### src/rtl/dws_pkg.sv
// Shared types and constants for the double-ended queue with search.
package dws_pkg;

  localparam int DEPTH  = 64;
  localparam int IDX_W  = (DEPTH > 1) ? $clog2(DEPTH) : 1;
  localparam int CNT_W  = $clog2(DEPTH + 1);
  localparam int DATA_W = 32;
  localparam int OP_W   = 3;
  localparam int POS_W  = 7;

  typedef enum logic [OP_W-1:0] {
    OP_PUSH_FRONT = 3'd0,
    OP_PUSH_BACK  = 3'd1,
    OP_POP_FRONT  = 3'd2,
    OP_POP_BACK   = 3'd3,
    OP_SEARCH     = 3'd4
  } op_t;

  typedef enum logic [1:0] {
    ST_OK        = 2'd0,
    ST_EMPTY     = 2'd1,
    ST_FULL      = 2'd2,
    ST_NOT_FOUND = 2'd3
  } status_t;

  typedef struct packed {
    status_t            status;
    logic [DATA_W-1:0]  value;
    logic [POS_W-1:0]   position;
  } res_t;

  // Circular slot: (base + off) mod DEPTH, with off < DEPTH.
  function automatic logic [IDX_W-1:0] slot(input logic [IDX_W-1:0] base,
                                            input logic [CNT_W-1:0] off);
    logic [CNT_W:0] sum;
    sum = (CNT_W+1)'(base) + (CNT_W+1)'(off);
    if (sum >= (CNT_W+1)'(DEPTH)) begin
      sum = sum - (CNT_W+1)'(DEPTH);
    end
    return sum[IDX_W-1:0];
  endfunction

endpackage

### src/rtl/dws_store.sv
// Entry store: one write port, one registered read port.
module dws_store (
  input  logic                        clk,
  input  logic                        wr_en,
  input  logic [dws_pkg::IDX_W-1:0]   wr_addr,
  input  logic [dws_pkg::DATA_W-1:0]  wr_data,
  input  logic [dws_pkg::IDX_W-1:0]   rd_addr,
  output logic [dws_pkg::DATA_W-1:0]  rd_data
);

  logic [dws_pkg::DATA_W-1:0] mem [dws_pkg::DEPTH];

  always_ff @(posedge clk) begin
    if (wr_en) begin
      mem[wr_addr] <= wr_data;
    end
  end

  always_ff @(posedge clk) begin
    rd_data <= mem[rd_addr];
  end

endmodule

### src/rtl/dws_ctrl.sv
// Sequencer: queue pointers, command decode and the search compare loop.
module dws_ctrl (
  input  logic                        clk,
  input  logic                        rst_n,
  input  logic                        in_valid,
  output logic                        in_ready,
  input  logic [dws_pkg::OP_W-1:0]    in_op,
  input  logic [dws_pkg::DATA_W-1:0]  in_value,
  output logic                        res_valid,
  input  logic                        res_ready,
  output dws_pkg::res_t               res,
  output logic                        wr_en,
  output logic [dws_pkg::IDX_W-1:0]   wr_addr,
  output logic [dws_pkg::DATA_W-1:0]  wr_data,
  output logic [dws_pkg::IDX_W-1:0]   rd_addr,
  input  logic [dws_pkg::DATA_W-1:0]  rd_data
);

  localparam int IDX_W = dws_pkg::IDX_W;
  localparam int CNT_W = dws_pkg::CNT_W;

  typedef enum logic [2:0] {
    S_IDLE,
    S_EXEC,
    S_POP_WAIT,
    S_SCAN,
    S_DONE
  } state_t;

  state_t                    state_r, state_nxt;
  dws_pkg::op_t              op_r, op_nxt;
  logic [dws_pkg::DATA_W-1:0] val_r, val_nxt;
  logic [IDX_W-1:0]          front_r, front_nxt;
  logic [CNT_W-1:0]          count_r, count_nxt;
  logic [CNT_W-1:0]          scan_r, scan_nxt;
  logic                      cmp_vld_r, cmp_vld_nxt;
  logic [CNT_W-1:0]          cmp_idx_r, cmp_idx_nxt;
  dws_pkg::res_t             res_r, res_nxt;

  logic full, empty, hit;

  assign full  = (count_r == CNT_W'(dws_pkg::DEPTH));
  assign empty = (count_r == '0);
  // the one shared comparator: stored entry against the search key
  assign hit   = (rd_data == val_r);

  assign in_ready  = (state_r == S_IDLE);
  assign res_valid = (state_r == S_DONE);
  assign res       = res_r;
  assign wr_data   = val_r;

  always_comb begin
    state_nxt   = state_r;
    op_nxt      = op_r;
    val_nxt     = val_r;
    front_nxt   = front_r;
    count_nxt   = count_r;
    scan_nxt    = scan_r;
    cmp_vld_nxt = 1'b0;
    cmp_idx_nxt = cmp_idx_r;
    res_nxt     = res_r;
    wr_en       = 1'b0;
    wr_addr     = front_r;
    rd_addr     = front_r;

    unique case (state_r)
      S_IDLE: begin
        if (in_valid) begin
          op_nxt    = dws_pkg::op_t'(in_op);
          val_nxt   = in_value;
          state_nxt = S_EXEC;
        end
      end

      S_EXEC: begin
        res_nxt.status   = dws_pkg::ST_OK;
        res_nxt.value    = '0;
        res_nxt.position = '0;
        state_nxt        = S_DONE;
        unique case (op_r)
          dws_pkg::OP_PUSH_FRONT: begin
            if (full) begin
              res_nxt.status = dws_pkg::ST_FULL;
            end else begin
              front_nxt = (front_r == '0) ? IDX_W'(dws_pkg::DEPTH - 1)
                                          : front_r - IDX_W'(1);
              wr_en     = 1'b1;
              wr_addr   = front_nxt;
              count_nxt = count_r + CNT_W'(1);
            end
          end
          dws_pkg::OP_PUSH_BACK: begin
            if (full) begin
              res_nxt.status = dws_pkg::ST_FULL;
            end else begin
              wr_en     = 1'b1;
              wr_addr   = dws_pkg::slot(front_r, count_r);
              count_nxt = count_r + CNT_W'(1);
            end
          end
          dws_pkg::OP_POP_FRONT: begin
            if (empty) begin
              res_nxt.status = dws_pkg::ST_EMPTY;
            end else begin
              rd_addr   = front_r;
              front_nxt = dws_pkg::slot(front_r, CNT_W'(1));
              count_nxt = count_r - CNT_W'(1);
              state_nxt = S_POP_WAIT;
            end
          end
          dws_pkg::OP_POP_BACK: begin
            if (empty) begin
              res_nxt.status = dws_pkg::ST_EMPTY;
            end else begin
              rd_addr   = dws_pkg::slot(front_r, count_r - CNT_W'(1));
              count_nxt = count_r - CNT_W'(1);
              state_nxt = S_POP_WAIT;
            end
          end
          dws_pkg::OP_SEARCH: begin
            if (empty) begin
              res_nxt.status = dws_pkg::ST_EMPTY;
            end else begin
              scan_nxt  = '0;
              state_nxt = S_SCAN;
            end
          end
          default: ;
        endcase
      end

      S_POP_WAIT: begin
        res_nxt.value = rd_data;
        state_nxt     = S_DONE;
      end

      // issue one read per cycle; compare the previous read's data
      S_SCAN: begin
        rd_addr = dws_pkg::slot(front_r, scan_r);
        if (scan_r < count_r) begin
          cmp_vld_nxt = 1'b1;
          cmp_idx_nxt = scan_r;
          scan_nxt    = scan_r + CNT_W'(1);
        end
        if (cmp_vld_r && hit) begin
          res_nxt.status   = dws_pkg::ST_OK;
          res_nxt.position = dws_pkg::POS_W'(cmp_idx_r + CNT_W'(1));
          cmp_vld_nxt      = 1'b0;
          state_nxt        = S_DONE;
        end else if (cmp_vld_r && (cmp_idx_r == count_r - CNT_W'(1))) begin
          res_nxt.status = dws_pkg::ST_NOT_FOUND;
          cmp_vld_nxt    = 1'b0;
          state_nxt      = S_DONE;
        end
      end

      S_DONE: begin
        if (res_ready) begin
          state_nxt = S_IDLE;
        end
      end

      default: state_nxt = S_IDLE;
    endcase
  end

  always_ff @(posedge clk) begin
    if (!rst_n) begin
      state_r   <= S_IDLE;
      front_r   <= '0;
      count_r   <= '0;
      cmp_vld_r <= 1'b0;
    end else begin
      state_r   <= state_nxt;
      front_r   <= front_nxt;
      count_r   <= count_nxt;
      cmp_vld_r <= cmp_vld_nxt;
      op_r      <= op_nxt;
      val_r     <= val_nxt;
      scan_r    <= scan_nxt;
      cmp_idx_r <= cmp_idx_nxt;
      res_r     <= res_nxt;
    end
  end

  a_count_bound: assert property (@(posedge clk) disable iff (!rst_n)
    count_r <= CNT_W'(dws_pkg::DEPTH))
    else $error("item count exceeds depth");

  a_full_push_drops: assert property (@(posedge clk) disable iff (!rst_n)
    (state_r == S_EXEC && full &&
     (op_r == dws_pkg::OP_PUSH_FRONT || op_r == dws_pkg::OP_PUSH_BACK))
    |=> $stable(count_r) && $stable(front_r))
    else $error("push into full queue changed pointers");

  a_scan_in_range: assert property (@(posedge clk) disable iff (!rst_n)
    (state_r == S_SCAN && cmp_vld_r) |-> (cmp_idx_r < count_r))
    else $error("search compared past the last entry");

  a_no_write_outside_exec: assert property (@(posedge clk) disable iff (!rst_n)
    wr_en |-> (state_r == S_EXEC))
    else $error("store written outside command execution");

endmodule

### src/rtl/deque_with_search_core.sv
// Top level: bounded double-ended queue with linear search.
//
//   channel | direction | signals
//   in      | input     | in_valid, in_ready, in_op, in_value
//   out     | output    | out_valid, out_ready, out_status, out_value, out_position
//
// Push, undefined op, and pop or search on an empty queue: S_EXEC, then S_DONE hands
// the result over. Pop passes S_POP_WAIT in between (one registered store read).
// Search: one stored entry compared per cycle on a single store read port;
// a hit stops the scan early, a miss compares every stored entry, DEPTH at most.
// One transaction in flight; in_ready is low from accept until the result enters
// the output register, which then holds it until out_ready.
// Synchronous active-low reset empties the queue; no clearing pass is needed.
module deque_with_search_core (
  input  logic                              clk,
  input  logic                              rst_n,
  input  logic                              in_valid,
  output logic                              in_ready,
  input  logic [dws_pkg::OP_W-1:0]          in_op,
  input  logic signed [dws_pkg::DATA_W-1:0] in_value,
  output logic                              out_valid,
  input  logic                              out_ready,
  output logic [1:0]                        out_status,
  output logic signed [dws_pkg::DATA_W-1:0] out_value,
  output logic [dws_pkg::POS_W-1:0]         out_position
);

  logic                        res_valid, res_ready;
  dws_pkg::res_t               res;
  logic                        wr_en;
  logic [dws_pkg::IDX_W-1:0]   wr_addr, rd_addr;
  logic [dws_pkg::DATA_W-1:0]  wr_data, rd_data;

  logic                        out_valid_r, out_valid_nxt;
  dws_pkg::res_t               out_r, out_nxt;

  dws_ctrl u_ctrl (
    .clk       (clk),
    .rst_n     (rst_n),
    .in_valid  (in_valid),
    .in_ready  (in_ready),
    .in_op     (in_op),
    .in_value  (in_value),
    .res_valid (res_valid),
    .res_ready (res_ready),
    .res       (res),
    .wr_en     (wr_en),
    .wr_addr   (wr_addr),
    .wr_data   (wr_data),
    .rd_addr   (rd_addr),
    .rd_data   (rd_data)
  );

  dws_store u_store (
    .clk     (clk),
    .wr_en   (wr_en),
    .wr_addr (wr_addr),
    .wr_data (wr_data),
    .rd_addr (rd_addr),
    .rd_data (rd_data)
  );

  // output register: takes a new result once the held one is gone
  assign res_ready = !out_valid_r || out_ready;

  always_comb begin
    out_valid_nxt = out_valid_r;
    out_nxt       = out_r;
    if (out_valid_r && out_ready) begin
      out_valid_nxt = 1'b0;
    end
    if (res_valid && res_ready) begin
      out_valid_nxt = 1'b1;
      out_nxt       = res;
    end
  end

  always_ff @(posedge clk) begin
    if (!rst_n) begin
      out_valid_r <= 1'b0;
    end else begin
      out_valid_r <= out_valid_nxt;
      out_r       <= out_nxt;
    end
  end

  assign out_valid    = out_valid_r;
  assign out_status   = out_r.status;
  assign out_value    = out_r.value;
  assign out_position = out_r.position;

  a_result_lands: assert property (@(posedge clk) disable iff (!rst_n)
    (res_valid && res_ready) |=> out_valid_r)
    else $error("result handed over but output register empty");

endmodule

### config.mk
export PLATFORM = sky130hd
export DESIGN_NAME = deque_with_search_core
export DESIGN_NICKNAME = d
export VERILOG_FILES = /design/src/rtl/dws_pkg.sv /design/src/rtl/dws_store.sv /design/src/rtl/dws_ctrl.sv /design/src/rtl/deque_with_search_core.sv
export SDC_FILE = /design/constraint.sdc
export NUM_CORES = 2
export LEC_CHECK = 0
export BUFFER_PORTS_ARGS = -buffer_cell sky130_fd_sc_hd__buf_2
export CAP_MARGIN = 20
export CORE_UTILIZATION = 35
export CTS_CLUSTER_SIZE = 25
export DETAILED_ROUTE_END_ITERATION = 10
export GPL_TIMING_DRIVEN = 1
export MAX_ROUTING_LAYER = met4
export PLACE_DENSITY = 0.58
export SLEW_MARGIN = 25
export SYNTH_ARGS = -nofsm -noshare
export SYNTH_HDL_FRONTEND = slang
export SYNTH_HIERARCHICAL = 1
export SYNTH_SLANG_ARGS = --single-unit
### constraint.sdc
create_clock -name clk -period 6.2 [get_ports clk]
set_input_delay 1.24 -clock clk [delete_from_list [all_inputs] [get_ports clk]]
set_output_delay 1.24 -clock clk [all_outputs]
set_load 0.005 [all_outputs]
* After elaboration in Yosys (flattened, before gate mapping) *
Memories as Yosys holds them, arrays and structs flattened. A register that Yosys moved wholly into a read port is not among the register bits.
Index checks and enable logic that the tools add are counted.

word-level totals
  RAM bits = 2,048
  logic and storage cells = 132
  memories = 1
  output and inout bits = 43
  bits in registers = 149
  input bits = 39

memory list
  memory       words  bits a word  rd ports  clocked after memory_dff  write ports  line             text
  u_store.mem  64     32           1         1                         1            dws_store.sv:11  logic [dws_pkg::DATA_W-1:0] mem [dws_pkg::DEPTH];

cells by class
  order comparisons = 5
  reductions and logical operators = 29
  equal/unequal tests = 21
  bitwise logic cells = 2
  multiplexer cells = 46
  $add $sub $neg = 13

operators with widths
  cell                                                                number
  2-to-1 mux 6 bit                                                    11
  case mux 32 bit (2 select lines)                                    1
  2-to-1 mux 7 bit                                                    6
  case mux 7 bit (2 select lines)                                     3
  case mux 6 bit (2 select lines)                                     3
  == test 32 bit                                                      1
  subtractor 6 x 1 -> 6 bit (second input constant)                   5
  adder 6 x 7 -> 8 bit                                                3
  greater-or-equal comparator 8 x 7 -> 1 bit (second input constant)  3
  adder 7 x 1 -> 7 bit (second input constant)                        3
  2-to-1 mux 3 bit                                                    6
  AND reduction 3 bit                                                 6
  case mux 3 bit (5 select lines)                                     1
  == test 3 x 2 -> 1 bit (second input constant)                      4
  inequality test 2 bit (second input constant)                       6
  nonzero test 2 bit                                                  5
  2-to-1 mux 1 bit                                                    9
  case mux 2 bit (2 select lines)                                     2
  adder 6 x 1 -> 7 bit (second input constant)                        1
  == test 7 bit                                                       1
  == test 7 bit (second input constant)                               1
  greater-or-equal comparator 7 bit (second input constant)           1
  zero test 7 bit                                                     1
  less-than comparator 7 bit                                          1
  19 further kinds                                                    32

* Longest topological paths before layout *
  depth in word-level cells = 7
  depth in mapped cells = 19
  gate-level depth less buffers = 15

* Modules after synthesis *
Netlist, hierarchy kept.

by module, submodules not included
  module                  seq. area each (um^2)  area an instance (um^2)  instances  cells an instance
  dws_store               62,139.6               78,520.3                 1          3,324
  dws_ctrl                3,042.9                6,145.9                  1          561
  deque_with_search_core  1,251.2                1,282.5                  1          46

* Worst setup path after synthesis *
No wires, ideal clock.

  kind = reg-to-reg
  start point = reg u_ctrl.count_r[0]
  end point = mem u_store/mem[49][0] (netlist name), enable pin
  cell stages (with the launch flop) = 14
  period minus slack after synthesis = 5,237 ps
  buffers on the path = 3
  setup time = 461 ps
  arrival time = 4,776 ps
  data required time = 5,739 ps
  slack = 963 ps
  cell sequence = dfxtp_1 buf_2 inv_1 ha_1 nor3b_4 and3_1 buf_2 nor4b_1 nor2_1 a2111oi_2 or3_1 clkbuf_1 nand4_1 nor3_1

on the way
  word-level cells in the longest chain between the ends = 6
  elaborated cells on any way between the ends = 14
  those cells by class = add/sub: 2; order compare: 1; eq/ne: 1; mux: 10

RTL lines
  element                                                                                  line                          text
  from (decl)                                                                              dws_ctrl.sv:34                logic [CNT_W-1:0] count_r, count_nxt;
  from (signal assigned)                                                                   dws_ctrl.sv:176               count_r <= count_nxt;
  adder 6 x 7 -> 8 bit                                                                     dws_pkg.sv:36                 sum = (CNT_W+1)'(base) + (CNT_W+1)'(off);
  greater-or-equal comparator 8 x 7 -> 1 bit or subtractor 6 x 1 -> 6 bit (tied branches)  dws_pkg.sv:37, dws_pkg.sv:38
  2-to-1 mux 6 bit                                                                         dws_pkg.sv:37                 if (sum >= (CNT_W+1)'(DEPTH)) begin
  2-to-1 mux 6 bit                                                                         dws_ctrl.sv:93                if (full) begin
  case mux 6 bit (2 select lines) (*)                                                      dws_ctrl.sv:80                unique case (op_r)
  2-to-1 mux 6 bit (*)                                                                     dws_ctrl.sv:66                unique case (state_r)
  named net wr_addr, one bit                                                               deque_with_search_core.sv:31  logic [dws_pkg::IDX_W-1:0] wr_addr, rd_addr;
  to (decl)                                                                                dws_store.sv:11

The timed path passes the listed nets; every way through them passes the cells marked *.

* Worst setup path after layout *
  start point = reg u_ctrl.op_r[1]
  end point = reg u_store/rd_data[22] (netlist name), read port of u_store.mem

on the way
  word-level cells in the longest chain between the ends = 3

RTL lines
  element                          line                          text
  from (decl)                      dws_ctrl.sv:31                dws_pkg::op_t op_r, op_nxt;
  from (signal assigned)           dws_ctrl.sv:178               op_r <= op_nxt;
  == test 3 x 2 -> 1 bit           dws_ctrl.sv:80
  2-to-1 mux 6 bit                 -
  case mux 6 bit (2 select lines)  dws_ctrl.sv:66
  named net rd_addr, one bit       deque_with_search_core.sv:31
  to (decl)                        dws_store.sv:8                output logic [dws_pkg::DATA_W-1:0] rd_data

The timed path passes the listed nets, and every way through them passes these cells.
A chain may end at the register's enable or synchronous reset.

==> flow_metrics.py <==
metrics = {
    "routing": {
        "drtIter0Drc": 5042,
        "vias": 42077,
        "first_pass_iters": 6,
        "wl_um": 232000,
        "avgRoutedWirePerCell_um": 30.3,
        "drt-vias-per-instance": 5.51,
        "ant_nets": 0,
        "drc_errors": 0,
    },
    "setup_path": {
        "reg2reg_depth": 12,
        "start_kind": "flip-flop",
        "crit_path_cell_trace": "nor2b_1 -> nand3_2 -> nor2_1 -> a22oi_1 -> o21ai_4 -> buf_16 -> buf_12 -> buf_4 -> mux4_2 -> mux4_2 -> o22ai_1 -> nor2_1",
        "r2r_setup_slack_ns": 0.77,
        "cpPeakStageDelay_ns": 0.77,
        "crit_required_ns": 6.89,
        "regToRegStartpoint": "u_ctrl/op_r[1]",
        "crit_slowest_cell": "o22ai_1",
        "cp.arrival_ns": 6.12,
        "rr_endpoint": "u_store/rd_data[22]",
        "worstSetupPathType": "reg2reg",
        "cp-end-kind": "flip-flop",
        "worstPathMaxFanout": 41,
    },
    "synth": {
        "synthTopCellsByArea": "edfxtp_1 (76%), mux4_2 (14%), dfxtp_1 (1.2%)",
        "yosysTopAreaCell": "edfxtp_1",
        "synth_fp_nets": 4001,
        "netlist_area_mm2": 0.0859,
        "synth_flop_cell": "edfxtp_1",
        "yosys_warnings": 6,
        "syn_inst": 3931,
        "ys_types": 82,
        "yosysSeqAreaShare_pct": 77.3,
        "avgSynthCellArea_um2": 21.9,
        "synth_edf_count": 2179,
        "synth.ff_latch_count": 2229,
        "synth.top_cell.area_share_pct": 76.1,
        "async_reset_ff_share_pct": 0,
    },
    "grt": {
        "grt_pass1_vias": 42206,
        "antenna_found_initial": 18,
        "grt-ovfl-total": 0,
        "track_usage_pct": 19.1,
        "grt_start_max_net_pins": 84,
        "grt_pass1_wl_um": 326000,
    },
    "cts": {
        "cts_setup_buffers": 0,
        "clk_latency_ns": 0.87,
        "max-clock-path-buffers": 3,
        "cts.sink_count": 2229,
        "worst_setup_hold_path_clk_slew_ns": 0.06,
        "holdBufCountCts": 0,
        "ctsResizeCount": 0,
        "root_buffer": "clkbuf_16",
        "tritoncts": "yes",
        "cts_buffers": 220,
        "htreeDepth": 4,
    },
    "sta": {
        "max_slew.worst_pin.slew_ns": 1.07,
        "fin_crit_ns": 5.43,
        "hold_viol_final": 0,
        "slew_viol_final": 0,
        "rsz0062_at_grt": "no",
        "whs_ns": 0.414,
        "finalSetupViolCount": 0,
        "setup_ws_ns": 0.769,
        "setup_tns_ns": 0,
        "finClkSkew_ns": 0.0741,
        "period_share_pct": 87.6,
        "relSlewSlack_pct": 28.5,
        "fmax_mhz": 184,
    },
    "power_and_ir_drop": {
        "power_density_mw_per_mm2": 325,
        "clockPowerShare_pct": 41.4,
        "comb_power_share_pct": 6.1,
        "power_mw": 32.2,
        "intPower_mw": 25.0,
        "cellLeakagePower_nw": 29.9,
        "seqPwrFrac_pct": 52.5,
        "netSwitchingPower_mw": 7.17,
        "swShare_pct": 22.3,
        "peakVddDrop_uv": 251,
    },
    "finish": {
        "nets": 4303,
        "area_growth_pct": 15.3,
        "fin_cells": 7639,
        "drive_gt1_share_pct": 28.0,
        "final_cell_mix": "edfxtp_1 (2179), mux4_2 (544), clkbuf_16 (221)",
        "fill_cells": 21316,
        "final_common_cell": "edfxtp_1",
    },
    "placed_design": {
        "dp_cells": 7213,
        "dp_hpwl_um": 139000,
        "place_ws_ns": 0.869,
        "portBuffers": 81,
        "place.gp.congestion": 0.845,
    },
    "die": {
        "num_io_pins": 82,
        "dieArea_mm2": 0.248,
        "die_h_um": 498,
        "core_area_mm2": 0.244,
        "die_w_um": 498,
        "initial_core_util_pct": 35.3,
        "row_count": 181,
    },
    "hold_path": {
        "whs_path_depth": 0,
        "min_from": "u_ctrl/res[29]",
        "hold_path_class": "reg2reg",
        "hold_end": "out_value[22]",
    },
    "flow_run": {
        "drv_cap": 0,
    },
    "status": {
        "status": "finished clean",
    },
}
-- worst max-delay path by stage --
stage | startpoint | end | slack, ns | cells past startpoint
6_report | u_ctrl/op_r[1] | u_store/rd_data[22] | 0.77 | 12
3_3_place_gp | u_ctrl/count_r[0] | u_store/rd_data[22] | 0.71 | 13
3_5_place_dp | u_ctrl/op_r[1] | u_store/rd_data[10] | 0.87 | 12
4_1_cts | u_ctrl/op_r[1] | u_store/rd_data[10] | 0.86 | 12
5_1_grt | u_ctrl/op_r[1] | u_store/rd_data[22] | 0.58 | 12
2_1_floorplan | u_ctrl/count_r[0] | u_store/mem[49][0] | 0.96 | 13
-- state kept, by name, indices dropped and copies added, names as in the netlist --
| name | cells |
|---|---|
| u_ctrl/scan_r | 7 |
| out_value | 32 |
| u_ctrl/count_r | 7 |
| u_ctrl/state_r | 3 |
| u_ctrl/front_r | 6 |
| u_ctrl/res | 41 |
| u_ctrl/cmp_vld_r | 1 |
| u_store/rd_data | 32 |
| out_valid | 1 |
| out_position | 7 |
| out_status | 2 |
| u_ctrl/op_r | 3 |
| u_store/mem | 2048 |
| u_ctrl/wr_data | 32 |
| u_ctrl/cmp_idx_r | 7 |
-- critical path: cells and delay by family, from the launching register on --
family,cells,cell delay (ns)
buf+inv,3,0.94
flops,1,0.55
simple gates,4,1.41
mux,2,0.84
compound gates,3,1.46
-- logic make-up (layout without fill, tap and decap cells) --
family | after synthesis | in the layout | synth area share, %
simple gates | 421 | 421 | 2.42
flops | 2229 | 2229 | 77.3
buf+inv | 231 | 727 | 1.30
compound gates | 309 | 309 | 2.41
mux | 640 | 640 | 15.4
other cells | 0 | 10 | 0
fa+ha+maj | 31 | 31 | 0.477
xor+xnor | 70 | 70 | 0.729
-- metal layers --
layer  up-vias  GRT usage (%)  wire, um
li1      17161              -         -
met1     22868           25.8     95700
met2      1777           30.1    113000
met3       271           3.19     17500
met4         0           4.76      5540
met5         -              -         0
-- area by class of cell --
class	instances	area, um2	area share [%]
Antenna cell	10	25.0	0.0253
Clock buffer	301	5980	6.04
Clock inverter	115	1270	1.28
Inverter	19	71.3	0.0720
Multi-Input combinational cell	1471	18900	19.1
Sequential cell	2229	66400	67.0
Tap cell	3202	4010	4.04
Timing Repair Buffer	292	2360	2.38
-- synthesized netlist by cell type (all sizes together), types with 12 or more instances --
cell,n
a21oi,88
a22oi,18
a311oi,12
and2,37
and3,16
buf,125
clkbuf,87
dfxtp,50
edfxtp,2179
ha,28
inv,18
mux2i,96
mux4,544
nand2,66
nand2b,13
nand3,25
nor2,176
nor2b,18
nor3,16
o21ai,18
o221ai,27
o22ai,89
xnor2,51
xor2,18
-- stage by stage --
step | area [um2] | utilization, %
6_report | 99100 | 40.7
5_1_grt | 99100 | 40.7
4_1_cts | 99100 | 40.7
3_5_place_dp | 91800 | 37.7
3_3_place_gp | 91800 | 37.7
2_1_floorplan | 85900 | -
-- power by group through the flow --
stage | clock, mW | sequential, mW | combinational [mW]
2_1_floorplan | 0 | 17.1 | 1.17
3_3_place_gp | 0 | 17.2 | 1.96
3_5_place_dp | 0 | 17.2 | 1.98
4_1_cts | 13.6 | 16.9 | 1.99
5_1_grt | 14.1 | 16.9 | 2.08
6_report | 13.3 | 16.9 | 1.97
Note: power is estimated with default switching activity, not from simulation.
